### src/sv/mlpq_pkg.sv
// Shared constants, status codes and sequencer state type for the priority queue.
package mlpq_pkg;

  localparam int NUM_LEVELS_DEF = 32;
  localparam int NUM_NODES_DEF  = 64;

  localparam int ID_W  = 6;
  localparam int PRI_W = 6;
  localparam int STS_W = 2;
  localparam int OCC_W = 7;

  localparam logic [STS_W-1:0] STS_OK      = 2'd0;
  localparam logic [STS_W-1:0] STS_EMPTY   = 2'd1;
  localparam logic [STS_W-1:0] STS_NO_NODE = 2'd2;
  localparam logic [STS_W-1:0] STS_BAD_PRI = 2'd3;

  localparam logic CMD_ENQ = 1'b0;
  localparam logic CMD_DEQ = 1'b1;

  typedef enum logic [2:0] {
    ST_IDLE,
    ST_ENQ_RD,
    ST_ENQ_WR,
    ST_DEQ_SCAN,
    ST_DEQ_RD,
    ST_DEQ_WR,
    ST_FIN
  } state_t;

endpackage

### src/sv/multilevel_fifo_priority_queue_unit.sv
// Multilevel priority queue: per-level linked FIFOs over a shared node pool.
// Enqueue: after acceptance, link/tail read, update, then result load.
// Dequeue: a level scan checks one level per cycle, then head read, update, result load.
// Rejected items (bad priority, no free node, empty queue) go straight to the result load.
// One item at a time; in_ready rises the cycle after the result loads; a waiting result holds it.
// Reset (rst, synchronous): levels empty, pool fully free; no clearing pass.
module multilevel_fifo_priority_queue_unit #(
  parameter int NUM_LEVELS = mlpq_pkg::NUM_LEVELS_DEF,
  parameter int NUM_NODES  = mlpq_pkg::NUM_NODES_DEF
) (
  input  logic                        clk,
  input  logic                        rst,
  input  logic                        in_valid,
  output logic                        in_ready,
  input  logic                        cmd,
  input  logic [mlpq_pkg::ID_W-1:0]   proc_id,
  input  logic [mlpq_pkg::PRI_W-1:0]  priority_req,
  output logic                        out_valid,
  input  logic                        out_ready,
  output logic                        got_proc,
  output logic [mlpq_pkg::ID_W-1:0]   out_proc_id,
  output logic [mlpq_pkg::STS_W-1:0]  status,
  output logic [mlpq_pkg::OCC_W-1:0]  occupancy
);

  import mlpq_pkg::*;

  localparam int NW = $clog2(NUM_NODES);
  localparam int CW = $clog2(NUM_NODES + 1);
  localparam int LW = $clog2(NUM_LEVELS);

  state_t state, state_next;

  logic             cmd_r;
  logic [ID_W-1:0]  pid_r;
  logic [PRI_W-1:0] pri_r;
  logic [LW-1:0]    lvl;

  logic [NUM_LEVELS-1:0] nonempty;
  logic [NW-1:0]         rec_head;
  logic [CW-1:0]         rec_cnt;
  logic [CW-1:0]         fresh;
  logic [CW-1:0]         total;

  logic              res_got;
  logic [ID_W-1:0]   res_id;
  logic [STS_W-1:0]  res_sts;

  logic [NW-1:0]   head_q, tail_q, link_q;
  logic [ID_W-1:0] handle_q;

  logic [LW-1:0]   lvl_addr;
  logic [NW-1:0]   link_raddr;
  logic [NW-1:0]   alloc;
  logic            have_rec;
  logic            have_free;
  logic            bad_pri;
  logic            out_free;
  logic [CW+OCC_W-1:0] total_ext;

  logic            head_we, tail_we, link_we, handle_we;
  logic [NW-1:0]   head_wdata, link_waddr, link_wdata;

  assign have_rec   = (rec_cnt != '0);
  assign have_free  = have_rec || (fresh != CW'(NUM_NODES));
  assign bad_pri    = ({1'b0, priority_req} >= 7'(NUM_LEVELS));
  assign alloc      = have_rec ? rec_head : fresh[NW-1:0];
  assign lvl_addr   = (cmd_r == CMD_DEQ) ? lvl : pri_r[LW-1:0];
  assign link_raddr = (cmd_r == CMD_DEQ) ? head_q : rec_head;
  assign out_free   = !out_valid || out_ready;
  assign total_ext  = {{OCC_W{1'b0}}, total};
  assign in_ready   = (state == ST_IDLE);

  mlpq_ram #(.DEPTH(NUM_LEVELS), .WIDTH(NW)) u_head (
    .clk(clk), .we(head_we), .waddr(lvl_addr), .wdata(head_wdata),
    .raddr(lvl_addr), .rdata(head_q)
  );

  mlpq_ram #(.DEPTH(NUM_LEVELS), .WIDTH(NW)) u_tail (
    .clk(clk), .we(tail_we), .waddr(lvl_addr), .wdata(alloc),
    .raddr(lvl_addr), .rdata(tail_q)
  );

  mlpq_ram #(.DEPTH(NUM_NODES), .WIDTH(NW)) u_link (
    .clk(clk), .we(link_we), .waddr(link_waddr), .wdata(link_wdata),
    .raddr(link_raddr), .rdata(link_q)
  );

  mlpq_ram #(.DEPTH(NUM_NODES), .WIDTH(ID_W)) u_handle (
    .clk(clk), .we(handle_we), .waddr(alloc), .wdata(pid_r),
    .raddr(head_q), .rdata(handle_q)
  );

  always_comb begin
    state_next = state;
    unique case (state)
      ST_IDLE: begin
        if (in_valid) begin
          if (cmd == CMD_DEQ) begin
            state_next = (total == '0) ? ST_FIN : ST_DEQ_SCAN;
          end else if (bad_pri || !have_free) begin
            state_next = ST_FIN;
          end else begin
            state_next = ST_ENQ_RD;
          end
        end
      end
      ST_ENQ_RD:   state_next = ST_ENQ_WR;
      ST_ENQ_WR:   state_next = ST_FIN;
      ST_DEQ_SCAN: if (nonempty[lvl]) state_next = ST_DEQ_RD;
      ST_DEQ_RD:   state_next = ST_DEQ_WR;
      ST_DEQ_WR:   state_next = ST_FIN;
      ST_FIN:      if (out_free) state_next = ST_IDLE;
      default:     state_next = ST_IDLE;
    endcase
  end

  always_comb begin
    head_we    = 1'b0;
    tail_we    = 1'b0;
    link_we    = 1'b0;
    handle_we  = 1'b0;
    head_wdata = alloc;
    link_waddr = tail_q;
    link_wdata = alloc;
    unique case (state)
      ST_ENQ_WR: begin
        handle_we = 1'b1;
        tail_we   = 1'b1;
        head_we   = !nonempty[lvl_addr];
        link_we   = nonempty[lvl_addr];
      end
      ST_DEQ_WR: begin
        head_we    = (head_q != tail_q);
        head_wdata = link_q;
        link_we    = 1'b1;
        link_waddr = head_q;
        link_wdata = rec_head;
      end
      default: begin
      end
    endcase
  end

  always_ff @(posedge clk) begin
    if (rst) begin
      state     <= ST_IDLE;
      nonempty  <= '0;
      rec_head  <= '0;
      rec_cnt   <= '0;
      fresh     <= '0;
      total     <= '0;
      out_valid <= 1'b0;
    end else begin
      state <= state_next;
      if ((state == ST_FIN) && out_free) begin
        out_valid <= 1'b1;
      end else if (out_ready) begin
        out_valid <= 1'b0;
      end
      unique case (state)
        ST_IDLE: begin
          if (in_valid) begin
            cmd_r   <= cmd;
            pid_r   <= proc_id;
            pri_r   <= priority_req;
            lvl     <= '0;
            res_got <= 1'b0;
            res_id  <= '0;
            if (cmd == CMD_DEQ) begin
              res_sts <= (total == '0) ? STS_EMPTY : STS_OK;
            end else if (bad_pri) begin
              res_sts <= STS_BAD_PRI;
            end else if (!have_free) begin
              res_sts <= STS_NO_NODE;
            end else begin
              res_sts <= STS_OK;
            end
          end
        end
        ST_ENQ_WR: begin
          nonempty[lvl_addr] <= 1'b1;
          if (have_rec) begin
            rec_head <= link_q;
            rec_cnt  <= rec_cnt - 1'b1;
          end else begin
            fresh <= fresh + 1'b1;
          end
          total <= total + 1'b1;
        end
        ST_DEQ_SCAN: begin
          if (!nonempty[lvl]) begin
            lvl <= lvl + 1'b1;
          end
        end
        ST_DEQ_WR: begin
          if (head_q == tail_q) begin
            nonempty[lvl] <= 1'b0;
          end
          rec_head <= head_q;
          rec_cnt  <= rec_cnt + 1'b1;
          total    <= total - 1'b1;
          res_got  <= 1'b1;
          res_id   <= handle_q;
        end
        ST_FIN: begin
          if (out_free) begin
            got_proc    <= res_got;
            out_proc_id <= res_id;
            status      <= res_sts;
            occupancy   <= total_ext[OCC_W-1:0];
          end
        end
        default: begin
        end
      endcase
    end
  end

endmodule

### src/sv/mlpq_ram.sv
// Simple dual-port RAM: one write port, one read port with registered data.
module mlpq_ram #(
  parameter int DEPTH = 64,
  parameter int WIDTH = 6
) (
  input  logic                     clk,
  input  logic                     we,
  input  logic [$clog2(DEPTH)-1:0] waddr,
  input  logic [WIDTH-1:0]         wdata,
  input  logic [$clog2(DEPTH)-1:0] raddr,
  output logic [WIDTH-1:0]         rdata
);

  logic [WIDTH-1:0] mem [DEPTH];

  always_ff @(posedge clk) begin
    if (we) begin
      mem[waddr] <= wdata;
    end
    rdata <= mem[raddr];
  end

endmodule

### config.mk
export PLATFORM = sky130hd
export DESIGN_NAME = multilevel_fifo_priority_queue_unit
export DESIGN_NICKNAME = d
export VERILOG_FILES = /design/src/sv/mlpq_pkg.sv /design/src/sv/multilevel_fifo_priority_queue_unit.sv /design/src/sv/mlpq_ram.sv
export SDC_FILE = /design/constraint.sdc
export NUM_CORES = 2
export LEC_CHECK = 0
export BUFFER_PORTS_ARGS = -buffer_cell sky130_fd_sc_hd__buf_2
export CAP_MARGIN = 5
export CORE_AREA = 5 5 456 458
export DETAILED_ROUTE_END_ITERATION = 10
export DIE_AREA = 0 0 461 463
export PLACE_DENSITY_LB_ADDON = 0.12
export SYNTH_ARGS = -nofsm -noshare
export SYNTH_HDL_FRONTEND = slang
export SYNTH_SLANG_ARGS = --single-unit
### constraint.sdc
create_clock -name clk -period 10 [get_ports clk]
set_clock_uncertainty 0.1 [all_clocks]
set_input_delay 0.5 -clock clk [delete_from_list [all_inputs] [get_ports clk]]
set_output_delay 0.5 -clock clk [all_outputs]
set_load 0.03 [all_outputs]
==> impl_metrics.tcl <==
set metrics [dict create \
    drv_slew 0 \
    syn-num-nets 2635 \
    synthDistinctLibCells 61 \
    cts_tree "done" \
    chipHeight_um 463 \
    post_cts_buffers 0 \
    ant_nets 0 \
    clk_latency_ns 0.79 \
    whs_ns 0.138 \
    grt_overflow_total 0 \
    fin_crit_sh_pct 55.3 \
    drt_wl_total_um 149000 \
    setup.worst_path.class "flip-flop to flip-flop" \
    crit_fanout 51 \
    drcViolationCount 0 \
    crit_top_cell "buf_4" \
    cp.buffers_inverters 3 \
    reg2reg_setup_slack_ns 4.47 \
    syn_area_per_cell_sq_um 19.4 \
    antenna_cells 0 \
    vias 26000 \
    root_buffer "clkbuf_16" \
    grt_pass1_wl_um 210000 \
    syn_to_final_growth_pct 16.6 \
    drtIter0Drc 2168 \
    dp.final_hpwl_um 93200 \
    rsz0062_at_grt "false" \
    async_reset_ff_share_pct 0 \
    fillCellCount 20000 \
    ys_top_cells_by_area "edfxtp_1 71%, mux4_2 15%, dfxtp_1 3.4%" \
    ir_drop_uv 254 \
    dr.pass1.iters 5 \
    cts_buffer_depth 3 \
    period_needed_ns 5.53 \
    numCtsBuffers 147 \
    yosysWarnings 0 \
    yosys.cell_count.top_type "edfxtp_1" \
    wire_per_inst_um 27.0 \
    track_usage_pct 13.8 \
    synthTopCellsByCount "1,194 x edfxtp_1, 330 x mux4_2, 230 x nor2_1" \
    htree_levels 4 \
    fmax_mhz 181 \
    cts.clk_slew.worst_paths_ns 0.06 \
    post_cts_resized 0 \
    synth_flop_cell "edfxtp_1" \
    grt_pass1_vias 27500 \
    final-setup-viol-count 0 \
    synth-edff-count 1194 \
    io_pins 35 \
    required_ns 10.31 \
    startpoint_type "flip-flop" \
    ys_seq_elements 1281 \
    core_sq_um 204000 \
    setup_tns_ns 0 \
    port_buffers 34 \
    netlist_area_sq_um 50600 \
    synth_cells 2607 \
    maxSlewHeadroom_pct 17.1 \
    hold_path.class "primary input to flip-flop" \
    cp_top_family "compound AO/OA/AOI/OAI gates" \
    num_rows 166 \
    tightest_slew_ns 1.24 \
    status "complete, no violations" \
    cts_hold_buf 14 \
    cpPeakStageDelay_ns 0.99 \
    hold_viol_final 0 \
    synth_top_cell_by_area "edfxtp_1" \
    cp-end-kind "flip-flop" \
    gp_congestion 0.789 \
    path_cells "buf_4, mux2i_4, buf_4, buf_4, mux4_2, a2111o_1, o221ai_2, a21oi_1" \
    leakage_nw 18.0 \
    fin_nets 2732 \
    powerDensity_nw_per_um2 276 \
    initial_core_util_pct 24.9 \
    routed_via_density 4.72 \
    clock_sinks 1281 \
    drive_above_1_share_pct 24.3 \
    drv_cap 0 \
    die_w_um 461 \
    synth.top_cell.area_share_pct 70.9 \
    fp.dieArea_sq_um 213000 \
    yosysSeqAreaShare_pct 74.3 \
    grt_max_degree 97 \
    worstPathArrival_ns 5.83 \
    slowest_stage "o221ai_2" \
    antenna_found_initial 3 \
]
report_power, final:
| part | internal, W | switching, W | total, W |
|---|---|---|---|
| Combinational | 0.00141 | 0.00266 | 0.00407 |
| Clock | 0.00309 | 0.00219 | 0.00528 |
| Sequential | 0.00664 | 0.000309 | 0.00695 |
worst paths after layout:
| path | cells after the start | startpoint | endpoint |
|---|---|---|---|
| hold / removal | 3 | in_valid | state[1] |
| hold reg to reg | 0 | res_got | got_proc |
| setup / recovery | 8 | cmd_r | u_link.mem[10][5] |
| setup reg to reg | 8 | cmd_r | u_link.mem[10][5] |
through the flow:
step / std cells / setup slack, ns / util (%) / total power, W / instance area, sq um
6_report: 5506 / 4.47 / 29.0 / 0.0163 / 59000
5_1_grt: 5506 / 4.18 / 29.0 / 0.0170 / 59000
4_1_cts: 5506 / 4.39 / 29.0 / 0.0166 / 59000
3_5_place_dp: 5229 / 4.41 / 26.6 / 0.0113 / 54100
3_3_place_gp: 5229 / 4.50 / 26.6 / 0.0113 / 54100
2_1_floorplan: 2607 / 3.85 / - / 0.00938 / 50600
sequential cells by signal, indices dropped and copies added, names as in the netlist, 7 cells and up:
name          count
rec_cnt           7
u_handle.mem    384
occupancy         7
u_tail.mem      192
u_head.mem      192
nonempty         32
u_link.mem      384
fresh             7
total             7
worst min-delay path: stages:
cell      delay (ns)
buf_2           0.16
nor4_1          0.20
a311oi_1        0.08
cells in the final DEF, fill, tap and decap left out, types with 35 or more instances in the layout:
cell type and n:
a21oi_1 84, dfxtp_1 83, mux4_2 330, clkbuf_1 36, buf_4 50, nand2_1 65
a22oi_1 78, a211oi_1 35, nor2_1 225, clkbuf_16 152, edfxtp_1 1194
cells by family after synthesis:
group	count (synthesis)	synth area share, %
compound gates	327	4.48
xor+xnor	25	0.433
fa+ha+maj	11	0.272
buf+inv	168	1.37
flops	1281	74.3
mux	354	15.2
simple gates	441	3.94
layer usage:
layer  wire length (um)  vias up  track usage (%)
met5                  0        -                0
met4               6020        0             5.67
met3               6230      262             2.22
met2              74800      759             23.6
met1              61800    14000             17.4
li1                   -    11000                -
layout make-up:
class | instances | area, sq um | area share, %
repair buffers | 99 | 706 | 1.20
clock inverters | 70 | 703 | 1.19
well taps | 2688 | 3360 | 5.70
clock buffers | 193 | 4010 | 6.80
flip-flops and latches | 1281 | 37600 | 63.8
multi-input cells | 1158 | 12500 | 21.2
inverters | 17 | 63.8 | 0.108
Note: power is estimated with default switching activity, not from simulation.
